===== src/design/tccw_pkg.sv =====
package tccw_pkg;

    localparam int COLUMNS_DEFAULT = 80;
    localparam int ROWS_DEFAULT    = 25;
    localparam int TAB_STEP        = 8;
    localparam int QUEUE_DEPTH     = 2;

    localparam int OP_W     = 2;
    localparam int CHAR_W   = 8;
    localparam int ATTR_W   = 8;
    localparam int INDEX_W  = 11;
    localparam int CURSOR_W = 11;
    localparam int CELL_W   = 16;

    localparam logic [OP_W-1:0] OP_PUT    = 2'd0;
    localparam logic [OP_W-1:0] OP_REMOVE = 2'd1;
    localparam logic [OP_W-1:0] OP_CLEAR  = 2'd2;
    localparam logic [OP_W-1:0] OP_READ   = 2'd3;

    localparam logic [CHAR_W-1:0] CHAR_BACKSPACE = 8'h08;
    localparam logic [CHAR_W-1:0] CHAR_TAB       = 8'h09;
    localparam logic [CHAR_W-1:0] CHAR_LF        = 8'h0A;
    localparam logic [CHAR_W-1:0] CHAR_CR        = 8'h0D;
    localparam logic [CHAR_W-1:0] SPACE_CODE     = 8'h20;
    localparam logic [CHAR_W-1:0] PRINT_LAST     = 8'h7F;

    localparam logic [ATTR_W-1:0] BLANK_ATTR_RESET = 8'd15;
    localparam logic [ATTR_W-1:0] ERASE_ATTR       = 8'd0;

    typedef enum logic [3:0] {
        CMD_PRINT     = 4'd0,
        CMD_BACKSPACE = 4'd1,
        CMD_TAB       = 4'd2,
        CMD_CR        = 4'd3,
        CMD_LF        = 4'd4,
        CMD_NOP       = 4'd5,
        CMD_REMOVE    = 4'd6,
        CMD_CLEAR     = 4'd7,
        CMD_READ      = 4'd8
    } cmd_kind_t;

    typedef struct packed {
        cmd_kind_t          kind;
        logic [CHAR_W-1:0]  char_code;
        logic [ATTR_W-1:0]  color;
        logic [INDEX_W-1:0] cell_index;
    } cmd_t;

    typedef struct packed {
        logic init_busy;
    } back_status_t;

endpackage


===== src/design/tccw_front.sv =====
module tccw_front import tccw_pkg::*; (
    input  logic                aclk,
    input  logic                aresetn,
    input  logic                s_valid,
    output logic                s_ready,
    input  logic [OP_W-1:0]     s_operation,
    input  logic [CHAR_W-1:0]   s_char_code,
    input  logic [ATTR_W-1:0]   s_color,
    input  logic [INDEX_W-1:0]  s_cell_index,
    input  back_status_t        status,
    output logic                cmd_valid,
    input  logic                cmd_ready,
    output cmd_t                cmd
);

    localparam int PTR_W = $clog2(QUEUE_DEPTH);
    localparam int CNT_W = $clog2(QUEUE_DEPTH + 1);

    cmd_t             q_reg [QUEUE_DEPTH];
    logic [PTR_W-1:0] wr_ptr_reg, wr_ptr_next;
    logic [PTR_W-1:0] rd_ptr_reg, rd_ptr_next;
    logic [CNT_W-1:0] count_reg, count_next;
    cmd_t             new_cmd;
    logic             push;
    logic             pop;

    always_comb begin
        new_cmd.char_code  = s_char_code;
        new_cmd.color      = s_color;
        new_cmd.cell_index = s_cell_index;
        new_cmd.kind       = CMD_NOP;
        unique case (s_operation)
            OP_PUT: begin
                case (s_char_code)
                    CHAR_BACKSPACE: new_cmd.kind = CMD_BACKSPACE;
                    CHAR_TAB:       new_cmd.kind = CMD_TAB;
                    CHAR_CR:        new_cmd.kind = CMD_CR;
                    CHAR_LF:        new_cmd.kind = CMD_LF;
                    default: begin
                        if (s_char_code >= SPACE_CODE && s_char_code <= PRINT_LAST) begin
                            new_cmd.kind = CMD_PRINT;
                        end
                    end
                endcase
            end
            OP_REMOVE: new_cmd.kind = CMD_REMOVE;
            OP_CLEAR:  new_cmd.kind = CMD_CLEAR;
            OP_READ:   new_cmd.kind = CMD_READ;
            default:   new_cmd.kind = CMD_NOP;
        endcase
    end

    assign s_ready   = (count_reg != CNT_W'(QUEUE_DEPTH)) && !status.init_busy;
    assign cmd_valid = (count_reg != '0);
    assign cmd       = q_reg[rd_ptr_reg];
    assign push      = s_valid && s_ready;
    assign pop       = cmd_valid && cmd_ready;

    always_comb begin
        wr_ptr_next = wr_ptr_reg;
        rd_ptr_next = rd_ptr_reg;
        count_next  = count_reg;
        if (push) begin
            wr_ptr_next = (wr_ptr_reg == PTR_W'(QUEUE_DEPTH - 1)) ? '0 : wr_ptr_reg + 1'b1;
        end
        if (pop) begin
            rd_ptr_next = (rd_ptr_reg == PTR_W'(QUEUE_DEPTH - 1)) ? '0 : rd_ptr_reg + 1'b1;
        end
        if (push && !pop) begin
            count_next = count_reg + 1'b1;
        end else if (pop && !push) begin
            count_next = count_reg - 1'b1;
        end
    end

    always_ff @(posedge aclk) begin
        if (!aresetn) begin
            wr_ptr_reg <= '0;
            rd_ptr_reg <= '0;
            count_reg  <= '0;
        end else begin
            wr_ptr_reg <= wr_ptr_next;
            rd_ptr_reg <= rd_ptr_next;
            count_reg  <= count_next;
        end
    end

    always_ff @(posedge aclk) begin
        if (push) begin
            q_reg[wr_ptr_reg] <= new_cmd;
        end
    end

endmodule


===== config.mk =====
export PLATFORM = sky130hd
export DESIGN_NAME = tccw_front
export DESIGN_NICKNAME = d
export VERILOG_FILES = /design/src/design/tccw_pkg.sv /design/src/design/tccw_front.sv
export SDC_FILE = /design/constraint.sdc
export NUM_CORES = 1
export LEC_CHECK = 0
export BUFFER_PORTS_ARGS = -buffer_cell sky130_fd_sc_hd__buf_2
export CORE_MARGIN = 2
export CORE_UTILIZATION = 47
export CTS_CLUSTER_SIZE = 14
export DETAILED_ROUTE_END_ITERATION = 6
export GPL_TIMING_DRIVEN = 0
export PLACE_DENSITY = 0.75
export SETUP_SLACK_MARGIN = 0.3
export SLEW_MARGIN = 20
export SYNTH_ARGS = -nofsm -noshare
export SYNTH_HDL_FRONTEND = slang
export SYNTH_SLANG_ARGS = --single-unit

===== constraint.sdc =====
create_clock -name aclk -period 2.6 [get_ports aclk]
set_input_delay 0.13 -clock aclk [delete_from_list [all_inputs] [get_ports aclk]]
set_output_delay 0.13 -clock aclk [all_outputs]
set_load 0.02 [all_outputs]

* Yosys cells after proc, flatten, opt, wreduce, memory -nomap -nowiden
Memory sizes are Yosys's and may differ from the RTL's. A register that Yosys moved wholly into a read port is not among the register bits.
Cells that the tools add are included.
** Operators by class
- Reductions and logical operators :: 12
- Order comparisons :: 2
- $add $sub $neg :: 4
- Multiplexer cells :: 11
- Eq/ne operators :: 8
** Operators by type and width (number)
- $eq A8 B4 Y1 const B :: 4
- $pmux W4 S4 :: 1
- $pmux W3 S4 :: 1
- $ge A8 B6 Y1 const B :: 1
- $le A8 B7 Y1 const B :: 1
- $logic_and A1 B1 Y1 :: 6
- $mux W1 :: 6
- $eq A2 B2 Y1 const B :: 2
- $mux W2 :: 2
- $reduce_bool A2 Y1 :: 2
- $logic_not A1 Y1 :: 3
- $mux W3 :: 1
- $add A1 B1 Y1 const B :: 2
- $add A2 B1 Y2 const B :: 1
- $eq A2 B1 Y1 const B :: 1
- $logic_not A2 Y1 :: 1
- $ne A2 B2 Y1 const B :: 1
- $sub A2 B1 Y2 const B :: 1
** Word-level totals
- Bits of input ports :: 34
- Memory bits (writable) :: 62
- Flip-flop bits (word level) :: 4
- Memories kept :: 1
- Output and inout port bits :: 33
** Memories
- q_reg :: depth 2, bits a word 31, rd ports 1, clocked after memory_dff 1, write ports 1, line tccw_front.sv:19 : cmd_t q_reg [QUEUE_DEPTH];

* Logic depth before layout (Yosys ltp)
Gate-level depths: netlist (run 1).
- Depth after elaboration :: 7
- Gate-level depth with buffers :: 6

* Worst setup path before layout (run 1)
No wires, ideal clock.
- Kind :: register -> register
- Start point :: register count_reg[0]
- End point :: memory q_reg[0][0] in the netlist's numbering (enable)
- Data required time :: 2.159 ns
- Arrival time :: 2.243 ns
- Cell stages (with the launch flop) :: 3
- Setup slack :: -0.084 ns
- Clock period less this slack :: 2.684 ns
- Buffers on the path :: 0
- Setup time :: 0.441 ns
- Cells stage by stage :: dfxtp_1 > nor2b_1 > nor4_2
** On the way
- Word-level cells in the longest chain between the ends :: 5
** Ends and longest elaborated chain
- from (decl) :: line tccw_front.sv:22 : logic [CNT_W-1:0] count_reg, count_next;
- from (signal assigned) :: line tccw_front.sv:84 : count_reg <= count_next;
- $ne A2 B2 Y1 :: line tccw_front.sv:53 : assign s_ready = (count_reg != CNT_W'(QUEUE_DEPTH)) && !status.init_busy;
- $logic_and A1 B1 Y1 :: line tccw_front.sv:53
- $logic_and A1 B1 Y1 :: line tccw_front.sv:56 : assign push = s_valid && s_ready;
- $mux W1 :: line tccw_front.sv:89 : if (push) begin
- $mux W1 (implied by the code) :: line tccw_front.sv:90 : q_reg[wr_ptr_reg] <= new_cmd;
- to (decl) :: line tccw_front.sv:19
Every way passes these cells.

* Worst setup path after layout (run 1)
- Start point :: register count_reg[1]
- End point :: register count_reg[1]
** On the way
- Word-level cells in the longest chain between the ends :: 6
** Ends and longest elaborated chain
- $ne A2 B2 Y1 (*) :: line tccw_front.sv:53
- $logic_and A1 B1 Y1 (*) :: line tccw_front.sv:53
- $logic_and A1 B1 Y1 (*) :: line tccw_front.sv:56
- named net push :: line tccw_front.sv:24 : logic push;
- $logic_not A1 Y1 :: line tccw_front.sv:71 : end else if (pop && !push) begin
- $logic_and A1 B1 Y1 :: line tccw_front.sv:71
- $reduce_bool A2 Y1 (no source line)
The timed path passes the listed nets; every way through them passes the cells marked *. The select of a mux whose other input is x is not followed.
A chain may end at the register's enable or synchronous reset.

==> summary.md, run 1 <==
| Metric | Value |
|---|---|
| Outcome | finished clean |
| Slew headroom | 0.4828 |
| Worst-path clk slew | 0.07 ns |
| WP data arrival | 2.06 ns |
| Period utilization | 0.6906 |
| Hold Path Class | primary input to flop |
| Setup violations, final | 0 |
| Register area | 1962 sq um |
| Largest register FFs | 62 |
| Final Hold Vio Count | 0 |
| Maximum operating frequency | 557.0 MHz |
| Die Span Y | 79 um |
| Clock Skew | 0.009054 ns |
| Final Max Slew Viols | 0 |
| Post-DR vias/cell | 4.906 |
| GP Congestion | 0.7411 |
| Ranking of synthesized cells by area | edfxtp_1 (70%), mux2_2 (13%), dfxtp_1 (3.8%) |
| Area occupied by multi-input gates | 665.6 sq um |
| Initial core utilization | 0.4831 |
| Drc violations | 0 |
| Synthesized area | 2644 sq um |
| Peak supply drop | 0.0004208 V |
| Power per Cell Area | 857.2 nW/um^2 |
| IO Port Bufs | 66 |
| Ant. Diodes | 0 |
| Filler cells | 437 |
| Total CTS buffers | 9 |
| Hpwl dp | 3.203 mm |
| RSZ-0062 raised after global routing | false |
| Fin crit period | 1.795 ns |
| Core Area | 5473 sq um |
| Synth cell types | 29 |
| Die width | 79 um |
| Most frequent cells after synthesis | edfxtp_1 (62), mux2_2 (31), dfxtp_1 (5) |
| Synth Net Count | 182 |
| Per-cell routed wire length | 15.05 um |
| Worst skew pair latency | 0.33 ns |
| Total Wirelength | 4.801 mm |
| Most common cell in the netlist | edfxtp_1 |
| Via Count | 1,565 |
| Yosys synthesis warning count | 0 |
| 1st-pass router iterations | 4 |
| Die area | 6241 sq um |
| Synth Register Bits | 67 |
| # Post-CTS Setup Buffers | 0 |
| Syn Area/Cell | 18.36 sq um |
| CP Max Fanout | 5 |
| Synth async-reset ratio | 0 |
| Fin Setup TNS | 0 ns |
| First-pass GRT wire length | 7.707 mm |
| Final core utilization | 0.6360 |
| CP Cell Sequence | nor2b_1 -> nor3_1 -> ha_1 -> or3_1 -> a21boi_1 |
| Hold WS | 0.02874 ns |
| I/O pins | 67 |
| Initial drt markers | 54 |
| CTS tree | yes |
| Synth top area share | 0.7042 |
| Register area share after synthesis | 0.7421 |
| H-tree depth | 3 |
| Antenna viol nets, final | 0 |
| Largest net degree at the start of global routing | 17 |
| Total grt overflow | 0 |
| Syn Inst Count | 144 |
| Top_reg_cell synth | edfxtp_1 |
| Antenna violations before repair | 0 |
| Max incr delay on CP | 0.38 ns |
| Synth area leader | edfxtp_1 |
| Critical Path End Type | flop |
| Crit path kind | flop to flop |
| Clock buffer depth | 2 |
| Area Growth Syn to Fin | 31.66% |
| Vias in the first global route | 1,610 |
| Gr usage total | 0.1705 |
| Placement Rows | 27 |
| Clk root buf | clkbuf_8 |
| Critical path's slowest cell | dfxtp_1 |
| Tightest Pin Transition | 0.7700 ns |
| MaxCap Viol Count | 0 |
| Post-synth EDFFs | 62 |
| Layout cells sized above 1 | 0.4777 |
| Leak | 0.001340 uW |
| Critical Path Source Type | flop |
| Worst Path Required | 2.87 ns |
| Final Net Count | 281 |
| Clock sinks | 67 |
[critical path: cells and delay by family, from the launching register on]
kind                       cells  cell delay (ns)
and+or+nand+nor                3             0.85
DFF                            1             0.38
adders and majority gates      1             0.35
AOI/OAI and AO/OA              1             0.14
[timing repair]
action,CTS,global route
hold buffers,19,0
hold endpoints to repair,38,0
resized for setup,0,0
[area by class of cell]
| type | instances | area share |
|---|---|---|
| clock inverters | 4 | 0.01222 |
| multi-input cells | 71 | 0.1912 |
| well taps | 72 | 0.02588 |
| plain buffers | 3 | 0.004313 |
| clock buffers | 11 | 0.03774 |
| repair buffers | 88 | 0.1618 |
| inverters | 3 | 0.003235 |
| flip-flops and latches | 67 | 0.5636 |
[per-layer routing]
layer | wire [um] | share of wire | GRT usage
met5 | 0 | 0 | 0
met4 | 104 | 0.022 | 0.1086
met3 | 224 | 0.047 | 0.04205
met2 | 2561 | 0.53 | 0.2864
met1 | 1911 | 0.40 | 0.1943
[cell usage in the layout, fill, tap and decap left out, drive strengths merged, types with 2 or more instances in the layout]
master / instances
ha: 4
nand2b: 2
nand2: 2
xnor2: 3
nor2b: 2
clkbuf: 11
buf: 72
mux2: 31
o211a: 2
o21ai: 4
clkinv: 3
nor4: 2
inv: 3
and2: 4
dlygate4sd3: 19
edfxtp: 62
dfxtp: 5
nor2: 3
[final timing paths]
check | startpoint | endpoint | slack (ns) | depth (start not counted)
worst max-delay path | count_reg[1]$_SDFFE_PN0P_ | count_reg[1]$_SDFFE_PN0P_ | 0.80 | 5
worst min-delay path | s_char_code[1] | q_reg[1][20]$_DFFE_PP_ | 0.03 | 1
worst max register to register | count_reg[1]$_SDFFE_PN0P_ | count_reg[1]$_SDFFE_PN0P_ | 0.80 | 5
worst min register to register | count_reg[1]$_SDFFE_PN0P_ | count_reg[1]$_SDFFE_PN0P_ | 0.53 | 2
[cell families (layout without fill, tap and decap cells)]
group / count (synthesis) / count (layout) / share of synthesized area
adder cells (fa/ha/maj): 4 / 4 / 0.01893
multiplexers: 31 / 31 / 0.1320
AO/OA/AOI/OAI: 11 / 11 / 0.03029
AND/OR/NAND/NOR: 21 / 21 / 0.05348
flip-flops: 67 / 67 / 0.7421
XOR/XNOR: 4 / 4 / 0.01325
buffers and inverters: 6 / 109 / 0.009937
[stage by stage]
| stage | setup slack, ns | instances | power (uW) | instance area, sq um |
|---|---|---|---|---|
| final | 0.8045 | 319 | 2984 | 3481 |
| after floorplan | 0.6456 | 144 | 1941 | 2653 |
| after CTS | 0.7645 | 319 | 3015 | 3481 |
| after detailed placement | 0.7760 | 285 | 2207 | 3117 |
| after global routing | 0.6278 | 319 | 3123 | 3481 |
| after global placement | 0.06917 | 282 | 2181 | 3073 |
[where the power goes]
group	total, uW	switching [uW]	internal, uW
Sequential	1330	43.5	1290
Combinational	862	479	383
Clock	787	357	430
No activity file was read; power rests on OpenSTA's default activity.
==> run 2, diff against run 1 <==
- CORE_UTILIZATION: 47 -> 52
- PLACE_DENSITY: 0.75 -> 0.78
- clock period: 2.6 -> 1.85 ns (I/O delays scaled with it)
==> summary.md, run 2 (synthesis gave the netlist of run 1 again) <==
| Metric | Value |
|---|---|
| Post-DR vias/cell | 5.050 |
| Most frequent cells in the layout | buf_2 (66), edfxtp_1 (62), mux2_2 (31) |
| 1st-pass router iterations | 4 |
| Final Cell Area | 3571 sq um |
| First-pass GRT wire length | 7.527 mm |
| Hold WS | 0.01709 ns |
| Largest register FFs | 62 |
| Worst-path clk slew | 0.07 ns |
| Placed cell area | 3113 sq um |
| Per-cell routed wire length | 15.57 um |
| Die width | 75.31 um |
| Worst Path Required | 1.76 ns |
| Power per Cell Area | 1250 nW/um^2 |
| Drc violations | 0 |
| Ant. Diodes | 0 |
| Leak | 0.001376 uW |
| Most common cell after layout, fill and taps aside | buf_2 |
| Post-Place Cells | 280 |
| Die area | 5671 sq um |
| Antenna violations before repair | 0 |
| Clock Skew | 0.01131 ns |
| Initial drt markers | 83 |
| Setup violations, final | 0 |
| Outcome | finished clean |
| Final non-filler cell total | 319 |
| Layout cells sized above 1 | 0.5198 |
| IO Port Bufs | 66 |
| CP Max Fanout | 10 |
| Final Hold Vio Count | 0 |
| Filler cells | 317 |
| Hpwl dp | 3.066 mm |
| Core Area | 4817 sq um |
| Slew headroom | 0.7036 |
| Crit path kind | flop to output pin |
| Worst skew pair latency | 0.33 ns |
| Critical Path End Type | output pin |
| Critical Path Source Type | flop |
| Fin crit period | 1.510 ns |
| Clock buffer depth | 2 |
| Clock sinks | 67 |
| Final core utilization | 0.7413 |
| Fin Setup TNS | 0 ns |
| Hold Path Class | primary input to flop |
| MaxCap Viol Count | 0 |
| Antenna viol nets, final | 0 |
| Clk root buf | clkbuf_8 |
| Total Wirelength | 4.968 mm |
| Vias in the first global route | 1,622 |
| I/O pins | 67 |
| Tightest Pin Transition | 0.4446 ns |
| Total CTS buffers | 9 |
| RSZ-0062 raised after global routing | true |
| Initial core utilization | 0.5488 |
| Final Max Slew Viols | 0 |
| WP data arrival | 1.42 ns |
| Die Span Y | 75.31 um |
| Area Growth Syn to Fin | 35.07% |
| Maximum operating frequency | 662.2 MHz |
| Total grt overflow | 0 |
| Largest net degree at the start of global routing | 32 |
| H-tree depth | 3 |
| GP Congestion | 0.7949 |
| Period utilization | 0.8162 |
| Placement Rows | 25 |
| Via Count | 1,611 |
| Gr usage total | 0.1847 |
| CTS tree | yes |
| Peak supply drop | 0.0007871 V |
| Final Net Count | 285 |
## run 2: changes by cell type in the layout (fill, tap and decap cells not counted), moves of 2 or more
| cell | change |
|---|---|
| clkbuf_1 | -2 |
| dfxtp_2 | +4 |
| dfxtp_1 | -4 |
| buf_6 | +4 |
| clkinvlp_4 | +2 |
| buf_4 | +3 |
| buf_2 | -3 |
## run 2: worst paths after layout
path / slack [ns] / to / from / cells after the start
worst max-delay path: 0.34 / cmd[0] / flop / 3
worst max register to register: 0.35 / count_reg[1]$_SDFFE_PN0P_ / count_reg[1]$_SDFFE_PN0P_ / 5
worst min-delay path: 0.02 / q_reg[1][21]$_DFFE_PP_ / s_char_code[2] / 1
worst min register to register: 0.52 / count_reg[1]$_SDFFE_PN0P_ / count_reg[1]$_SDFFE_PN0P_ / 2
## run 2: repair_timing
| item | CTS | global route |
|---|---|---|
| endpoints found under the hold margin | 40 | 0 |
| endpoints found under the setup margin | 69 | 40 |
| buffers inserted | 3 | 0 |
| gates resized for setup | 2 | 8 |
| pin swaps | 1 | 3 |
| hold buffers | 20 | 0 |
## run 2: metrics by stage
stage	setup slack, ns	power (uW)
floorplan	-0.04557	2749
detailed placement	0.08388	3130
CTS	0.2213	4468
finish	0.3400	4465
global route	0.2726	4658
global placement	-0.6211	3080
## run 2: power breakdown
| group | internal, uW | total [uW] | leakage, uW | switching [uW] |
|---|---|---|---|---|
| logic | 589 | 1280 | 0.000662 | 691 |
| registers | 1820 | 1890 | 0.000612 | 70.8 |
| clock network | 754 | 1290 | 0.000103 | 540 |
| total | 3160 | 4470 | 0.00138 | 1300 |
## run 2: per-layer routing
layer | track usage | up-vias | part of all wire
li1 | - | 768 | -
met1 | 0.2192 | 784 | 0.43
met2 | 0.3150 | 51 | 0.49
met3 | 0.05423 | 8 | 0.059
met4 | 0.07797 | 0 | 0.018
met5 | 0 | - | 0
## run 2: worst max-delay path, stage by stage, from the launching register on
cell	delay, ns
dfxtp_2	0.37
buf_4	0.20
mux2_2	0.36
buf_2	0.16
## run 2: layout make-up
cell class	instances	area, sq um	share of cell area
Clock buffer	9	123.9	0.03469
Multi-Input combinational cell	71	679.4	0.1903
Tap cell	67	83.83	0.02348
Buffer	3	26.28	0.007358
Timing Repair Buffer	92	586.8	0.1643
Sequential cell	67	1967	0.5508
Inverter	3	11.26	0.003153
Clock inverter	7	92.59	0.02593
==> run 3, diff against run 2 <==
- clock period: 1.85 -> 1.51 ns (I/O delays scaled with it)
==> summary.md, run 3 (synthesis gave the netlist of run 1 again) <==
| Metric | Value |
|---|---|
| Clock buffer depth | 2 |
| Drc violations | 0 |
| Final Hold Vio Count | 0 |
| CP Max Fanout | 10 |
| Period utilization | 0.9941 |
| Antenna viol nets, final | 0 |
| Die Span Y | 75.31 um |
| Total Wirelength | 6.114 mm |
| Vias in the first global route | 1,730 |
| Final Max Slew Viols | 0 |
| WP data arrival | 1.43 ns |
| Post-DR vias/cell | 5.038 |
| Fin crit period | 1.501 ns |
| Initial core utilization | 0.5488 |
| Leak | 0.001611 uW |
| Gr usage total | 0.1987 |
| Most common cell after layout, fill and taps aside | edfxtp_1 |
| Core Area | 4817 sq um |
| Antenna violations before repair | 0 |
| Hold path cells | 1 |
| Largest register FFs | 62 |
| Area Growth Syn to Fin | 54.24% |
| Hold WS | 0.01485 ns |
| Peak supply drop | 0.001028 V |
| Critical Path Source Type | flop |
| Total CTS buffers | 9 |
| Clock Skew | 0.007865 ns |
| CTS tree | yes |
| Final non-filler cell total | 344 |
| I/O pins | 67 |
| 1st-pass router iterations | 4 |
| Reg-to-reg slack, setup | 0.02 ns |
| Power per Cell Area | 1456 nW/um^2 |
| Ant. Diodes | 0 |
| Placement Rows | 25 |
| Worst-path clk slew | 0.07 ns |
| GP Congestion | 0.8828 |
| Hold Path Class | primary input to flop |
| Die area | 5671 sq um |
| Hpwl dp | 3.016 mm |
| Crit path kind | flop to output pin |
| R2r endpoint | q_reg[0][7]$_DFFE_PP_ |
| Largest net degree at the start of global routing | 17 |
| Maximum operating frequency | 666.2 MHz |
| Post-Place Cells | 280 |
| Per-cell routed wire length | 17.77 um |
| IO Port Bufs | 66 |
| Clock sinks | 67 |
| Final Net Count | 311 |
| R2R cell count | 6 |
| Hold path start | s_char_code[0] |
| Clk root buf | clkbuf_8 |
| RSZ-0062 raised after global routing | true |
| Filler cells | 254 |
| Tightest Pin Transition | 0.2949 ns |
| Die width | 75.31 um |
| Initial drt markers | 76 |
| Worst Hold End | q_reg[1][19]$_DFFE_PP_ |
| MaxCap Viol Count | 0 |
| Slew headroom | 0.8013 |
| R2r startpoint | count_reg[1]$_SDFFE_PN0P_ |
| Total grt overflow | 0 |
| Worst skew pair latency | 0.33 ns |
| Layout cells sized above 1 | 0.5415 |
| H-tree depth | 3 |
| Setup violations, final | 0 |
| Outcome | finished clean |
| Via Count | 1,733 |
| Worst Path Required | 1.43 ns |
| First-pass GRT wire length | 7.962 mm |
| Most frequent cells in the layout | edfxtp_1 (62), buf_2 (45), dlygate4sd3_1 (28) |
| Critical Path End Type | output pin |
-- run 3: cell count changes in the layout (fill, tap and decap cells not counted), moves of 8 or more --
| cell | before | now |
|---|---|---|
| buf_2 | 66 | 45 |
| buf_6 | 4 | 22 |
| mux2_2 | 31 | 20 |
| mux2_4 | 0 | 11 |
| dlygate4sd3_1 | 20 | 28 |
-- run 3: through the flow --
stage / worst slack [ns] / power [uW] / area (sq um) / utilization / TNS (ns)
6_report: 0.008967 / 5937 / 4078 / 0.8465 / 0
5_1_grt: -0.04377 / 6163 / 4078 / 0.8465 / -0.6964
4_1_cts: 0.04165 / 5408 / 3790 / 0.7868 / 0
3_5_place_dp: -0.3213 / 3823 / 3109 / 0.6455 / -10.03
3_3_place_gp: -0.9134 / 3776 / 3079 / 0.6392 / -36.73
2_1_floorplan: -0.3856 / 3369 / 2665 / - / -12.24
-- run 3: power by group --
group	internal, uW	switching, uW
Combinational	1320	1050
Sequential	2250	116
Clock	574	629
-- run 3: metal layers --
metal | routed length [um] | part of all wire | vias to the layer above | track usage
li1 | - | - | 820 | -
met1 | 2371 | 0.39 | 836 | 0.2378
met2 | 3331 | 0.54 | 63 | 0.3382
met3 | 251 | 0.041 | 14 | 0.04101
met5 | 0 | 0 | - | 0
met4 | 160 | 0.026 | 0 | 0.1072
-- run 3: cell type report --
| class | instances | area, sq um | share of cell area |
|---|---|---|---|
| clock buffer | 11 | 131.4 | 0.03222 |
| tap | 67 | 83.83 | 0.02056 |
| inverter | 3 | 11.26 | 0.002762 |
| clock inverter | 4 | 18.77 | 0.004603 |
| buffer | 3 | 45.04 | 0.01105 |
| multi-input combinational | 74 | 784.5 | 0.1924 |
| sequential | 67 | 1977 | 0.4848 |
| timing repair buffer | 115 | 1026 | 0.2516 |
-- run 3: how the worst max path moves through the flow --
| stage | to | slack [ns] |
|---|---|---|
| 6_report | cmd[22] | 0.009 |
| 5_1_grt | count_reg[1]$_SDFFE_PN0P_ | -0.04 |
| 4_1_cts | q_reg[0][29]$_DFFE_PP_ | 0.04 |
| 3_5_place_dp | q_reg[1][5]$_DFFE_PP_ | -0.32 |
| 3_3_place_gp | q_reg[0][3]$_DFFE_PP_ | -0.91 |
| 2_1_floorplan | q_reg[0][0]$_DFFE_PP_ | -0.39 |
-- run 3: worst max-delay path, stage by stage, from the launching register on --
cell	delay (ns)
dfxtp_4	0.42
buf_8	0.16
mux2_2	0.35
buf_2	0.16
-- run 3: repair_timing --
item	CTS	global route
cloned	4	3
endpoints found under the setup margin	94	98
buffers inserted	9	5
resized for setup	30	56
hold buffers	28	0
hold endpoints to repair	54	0
pin swaps	6	6
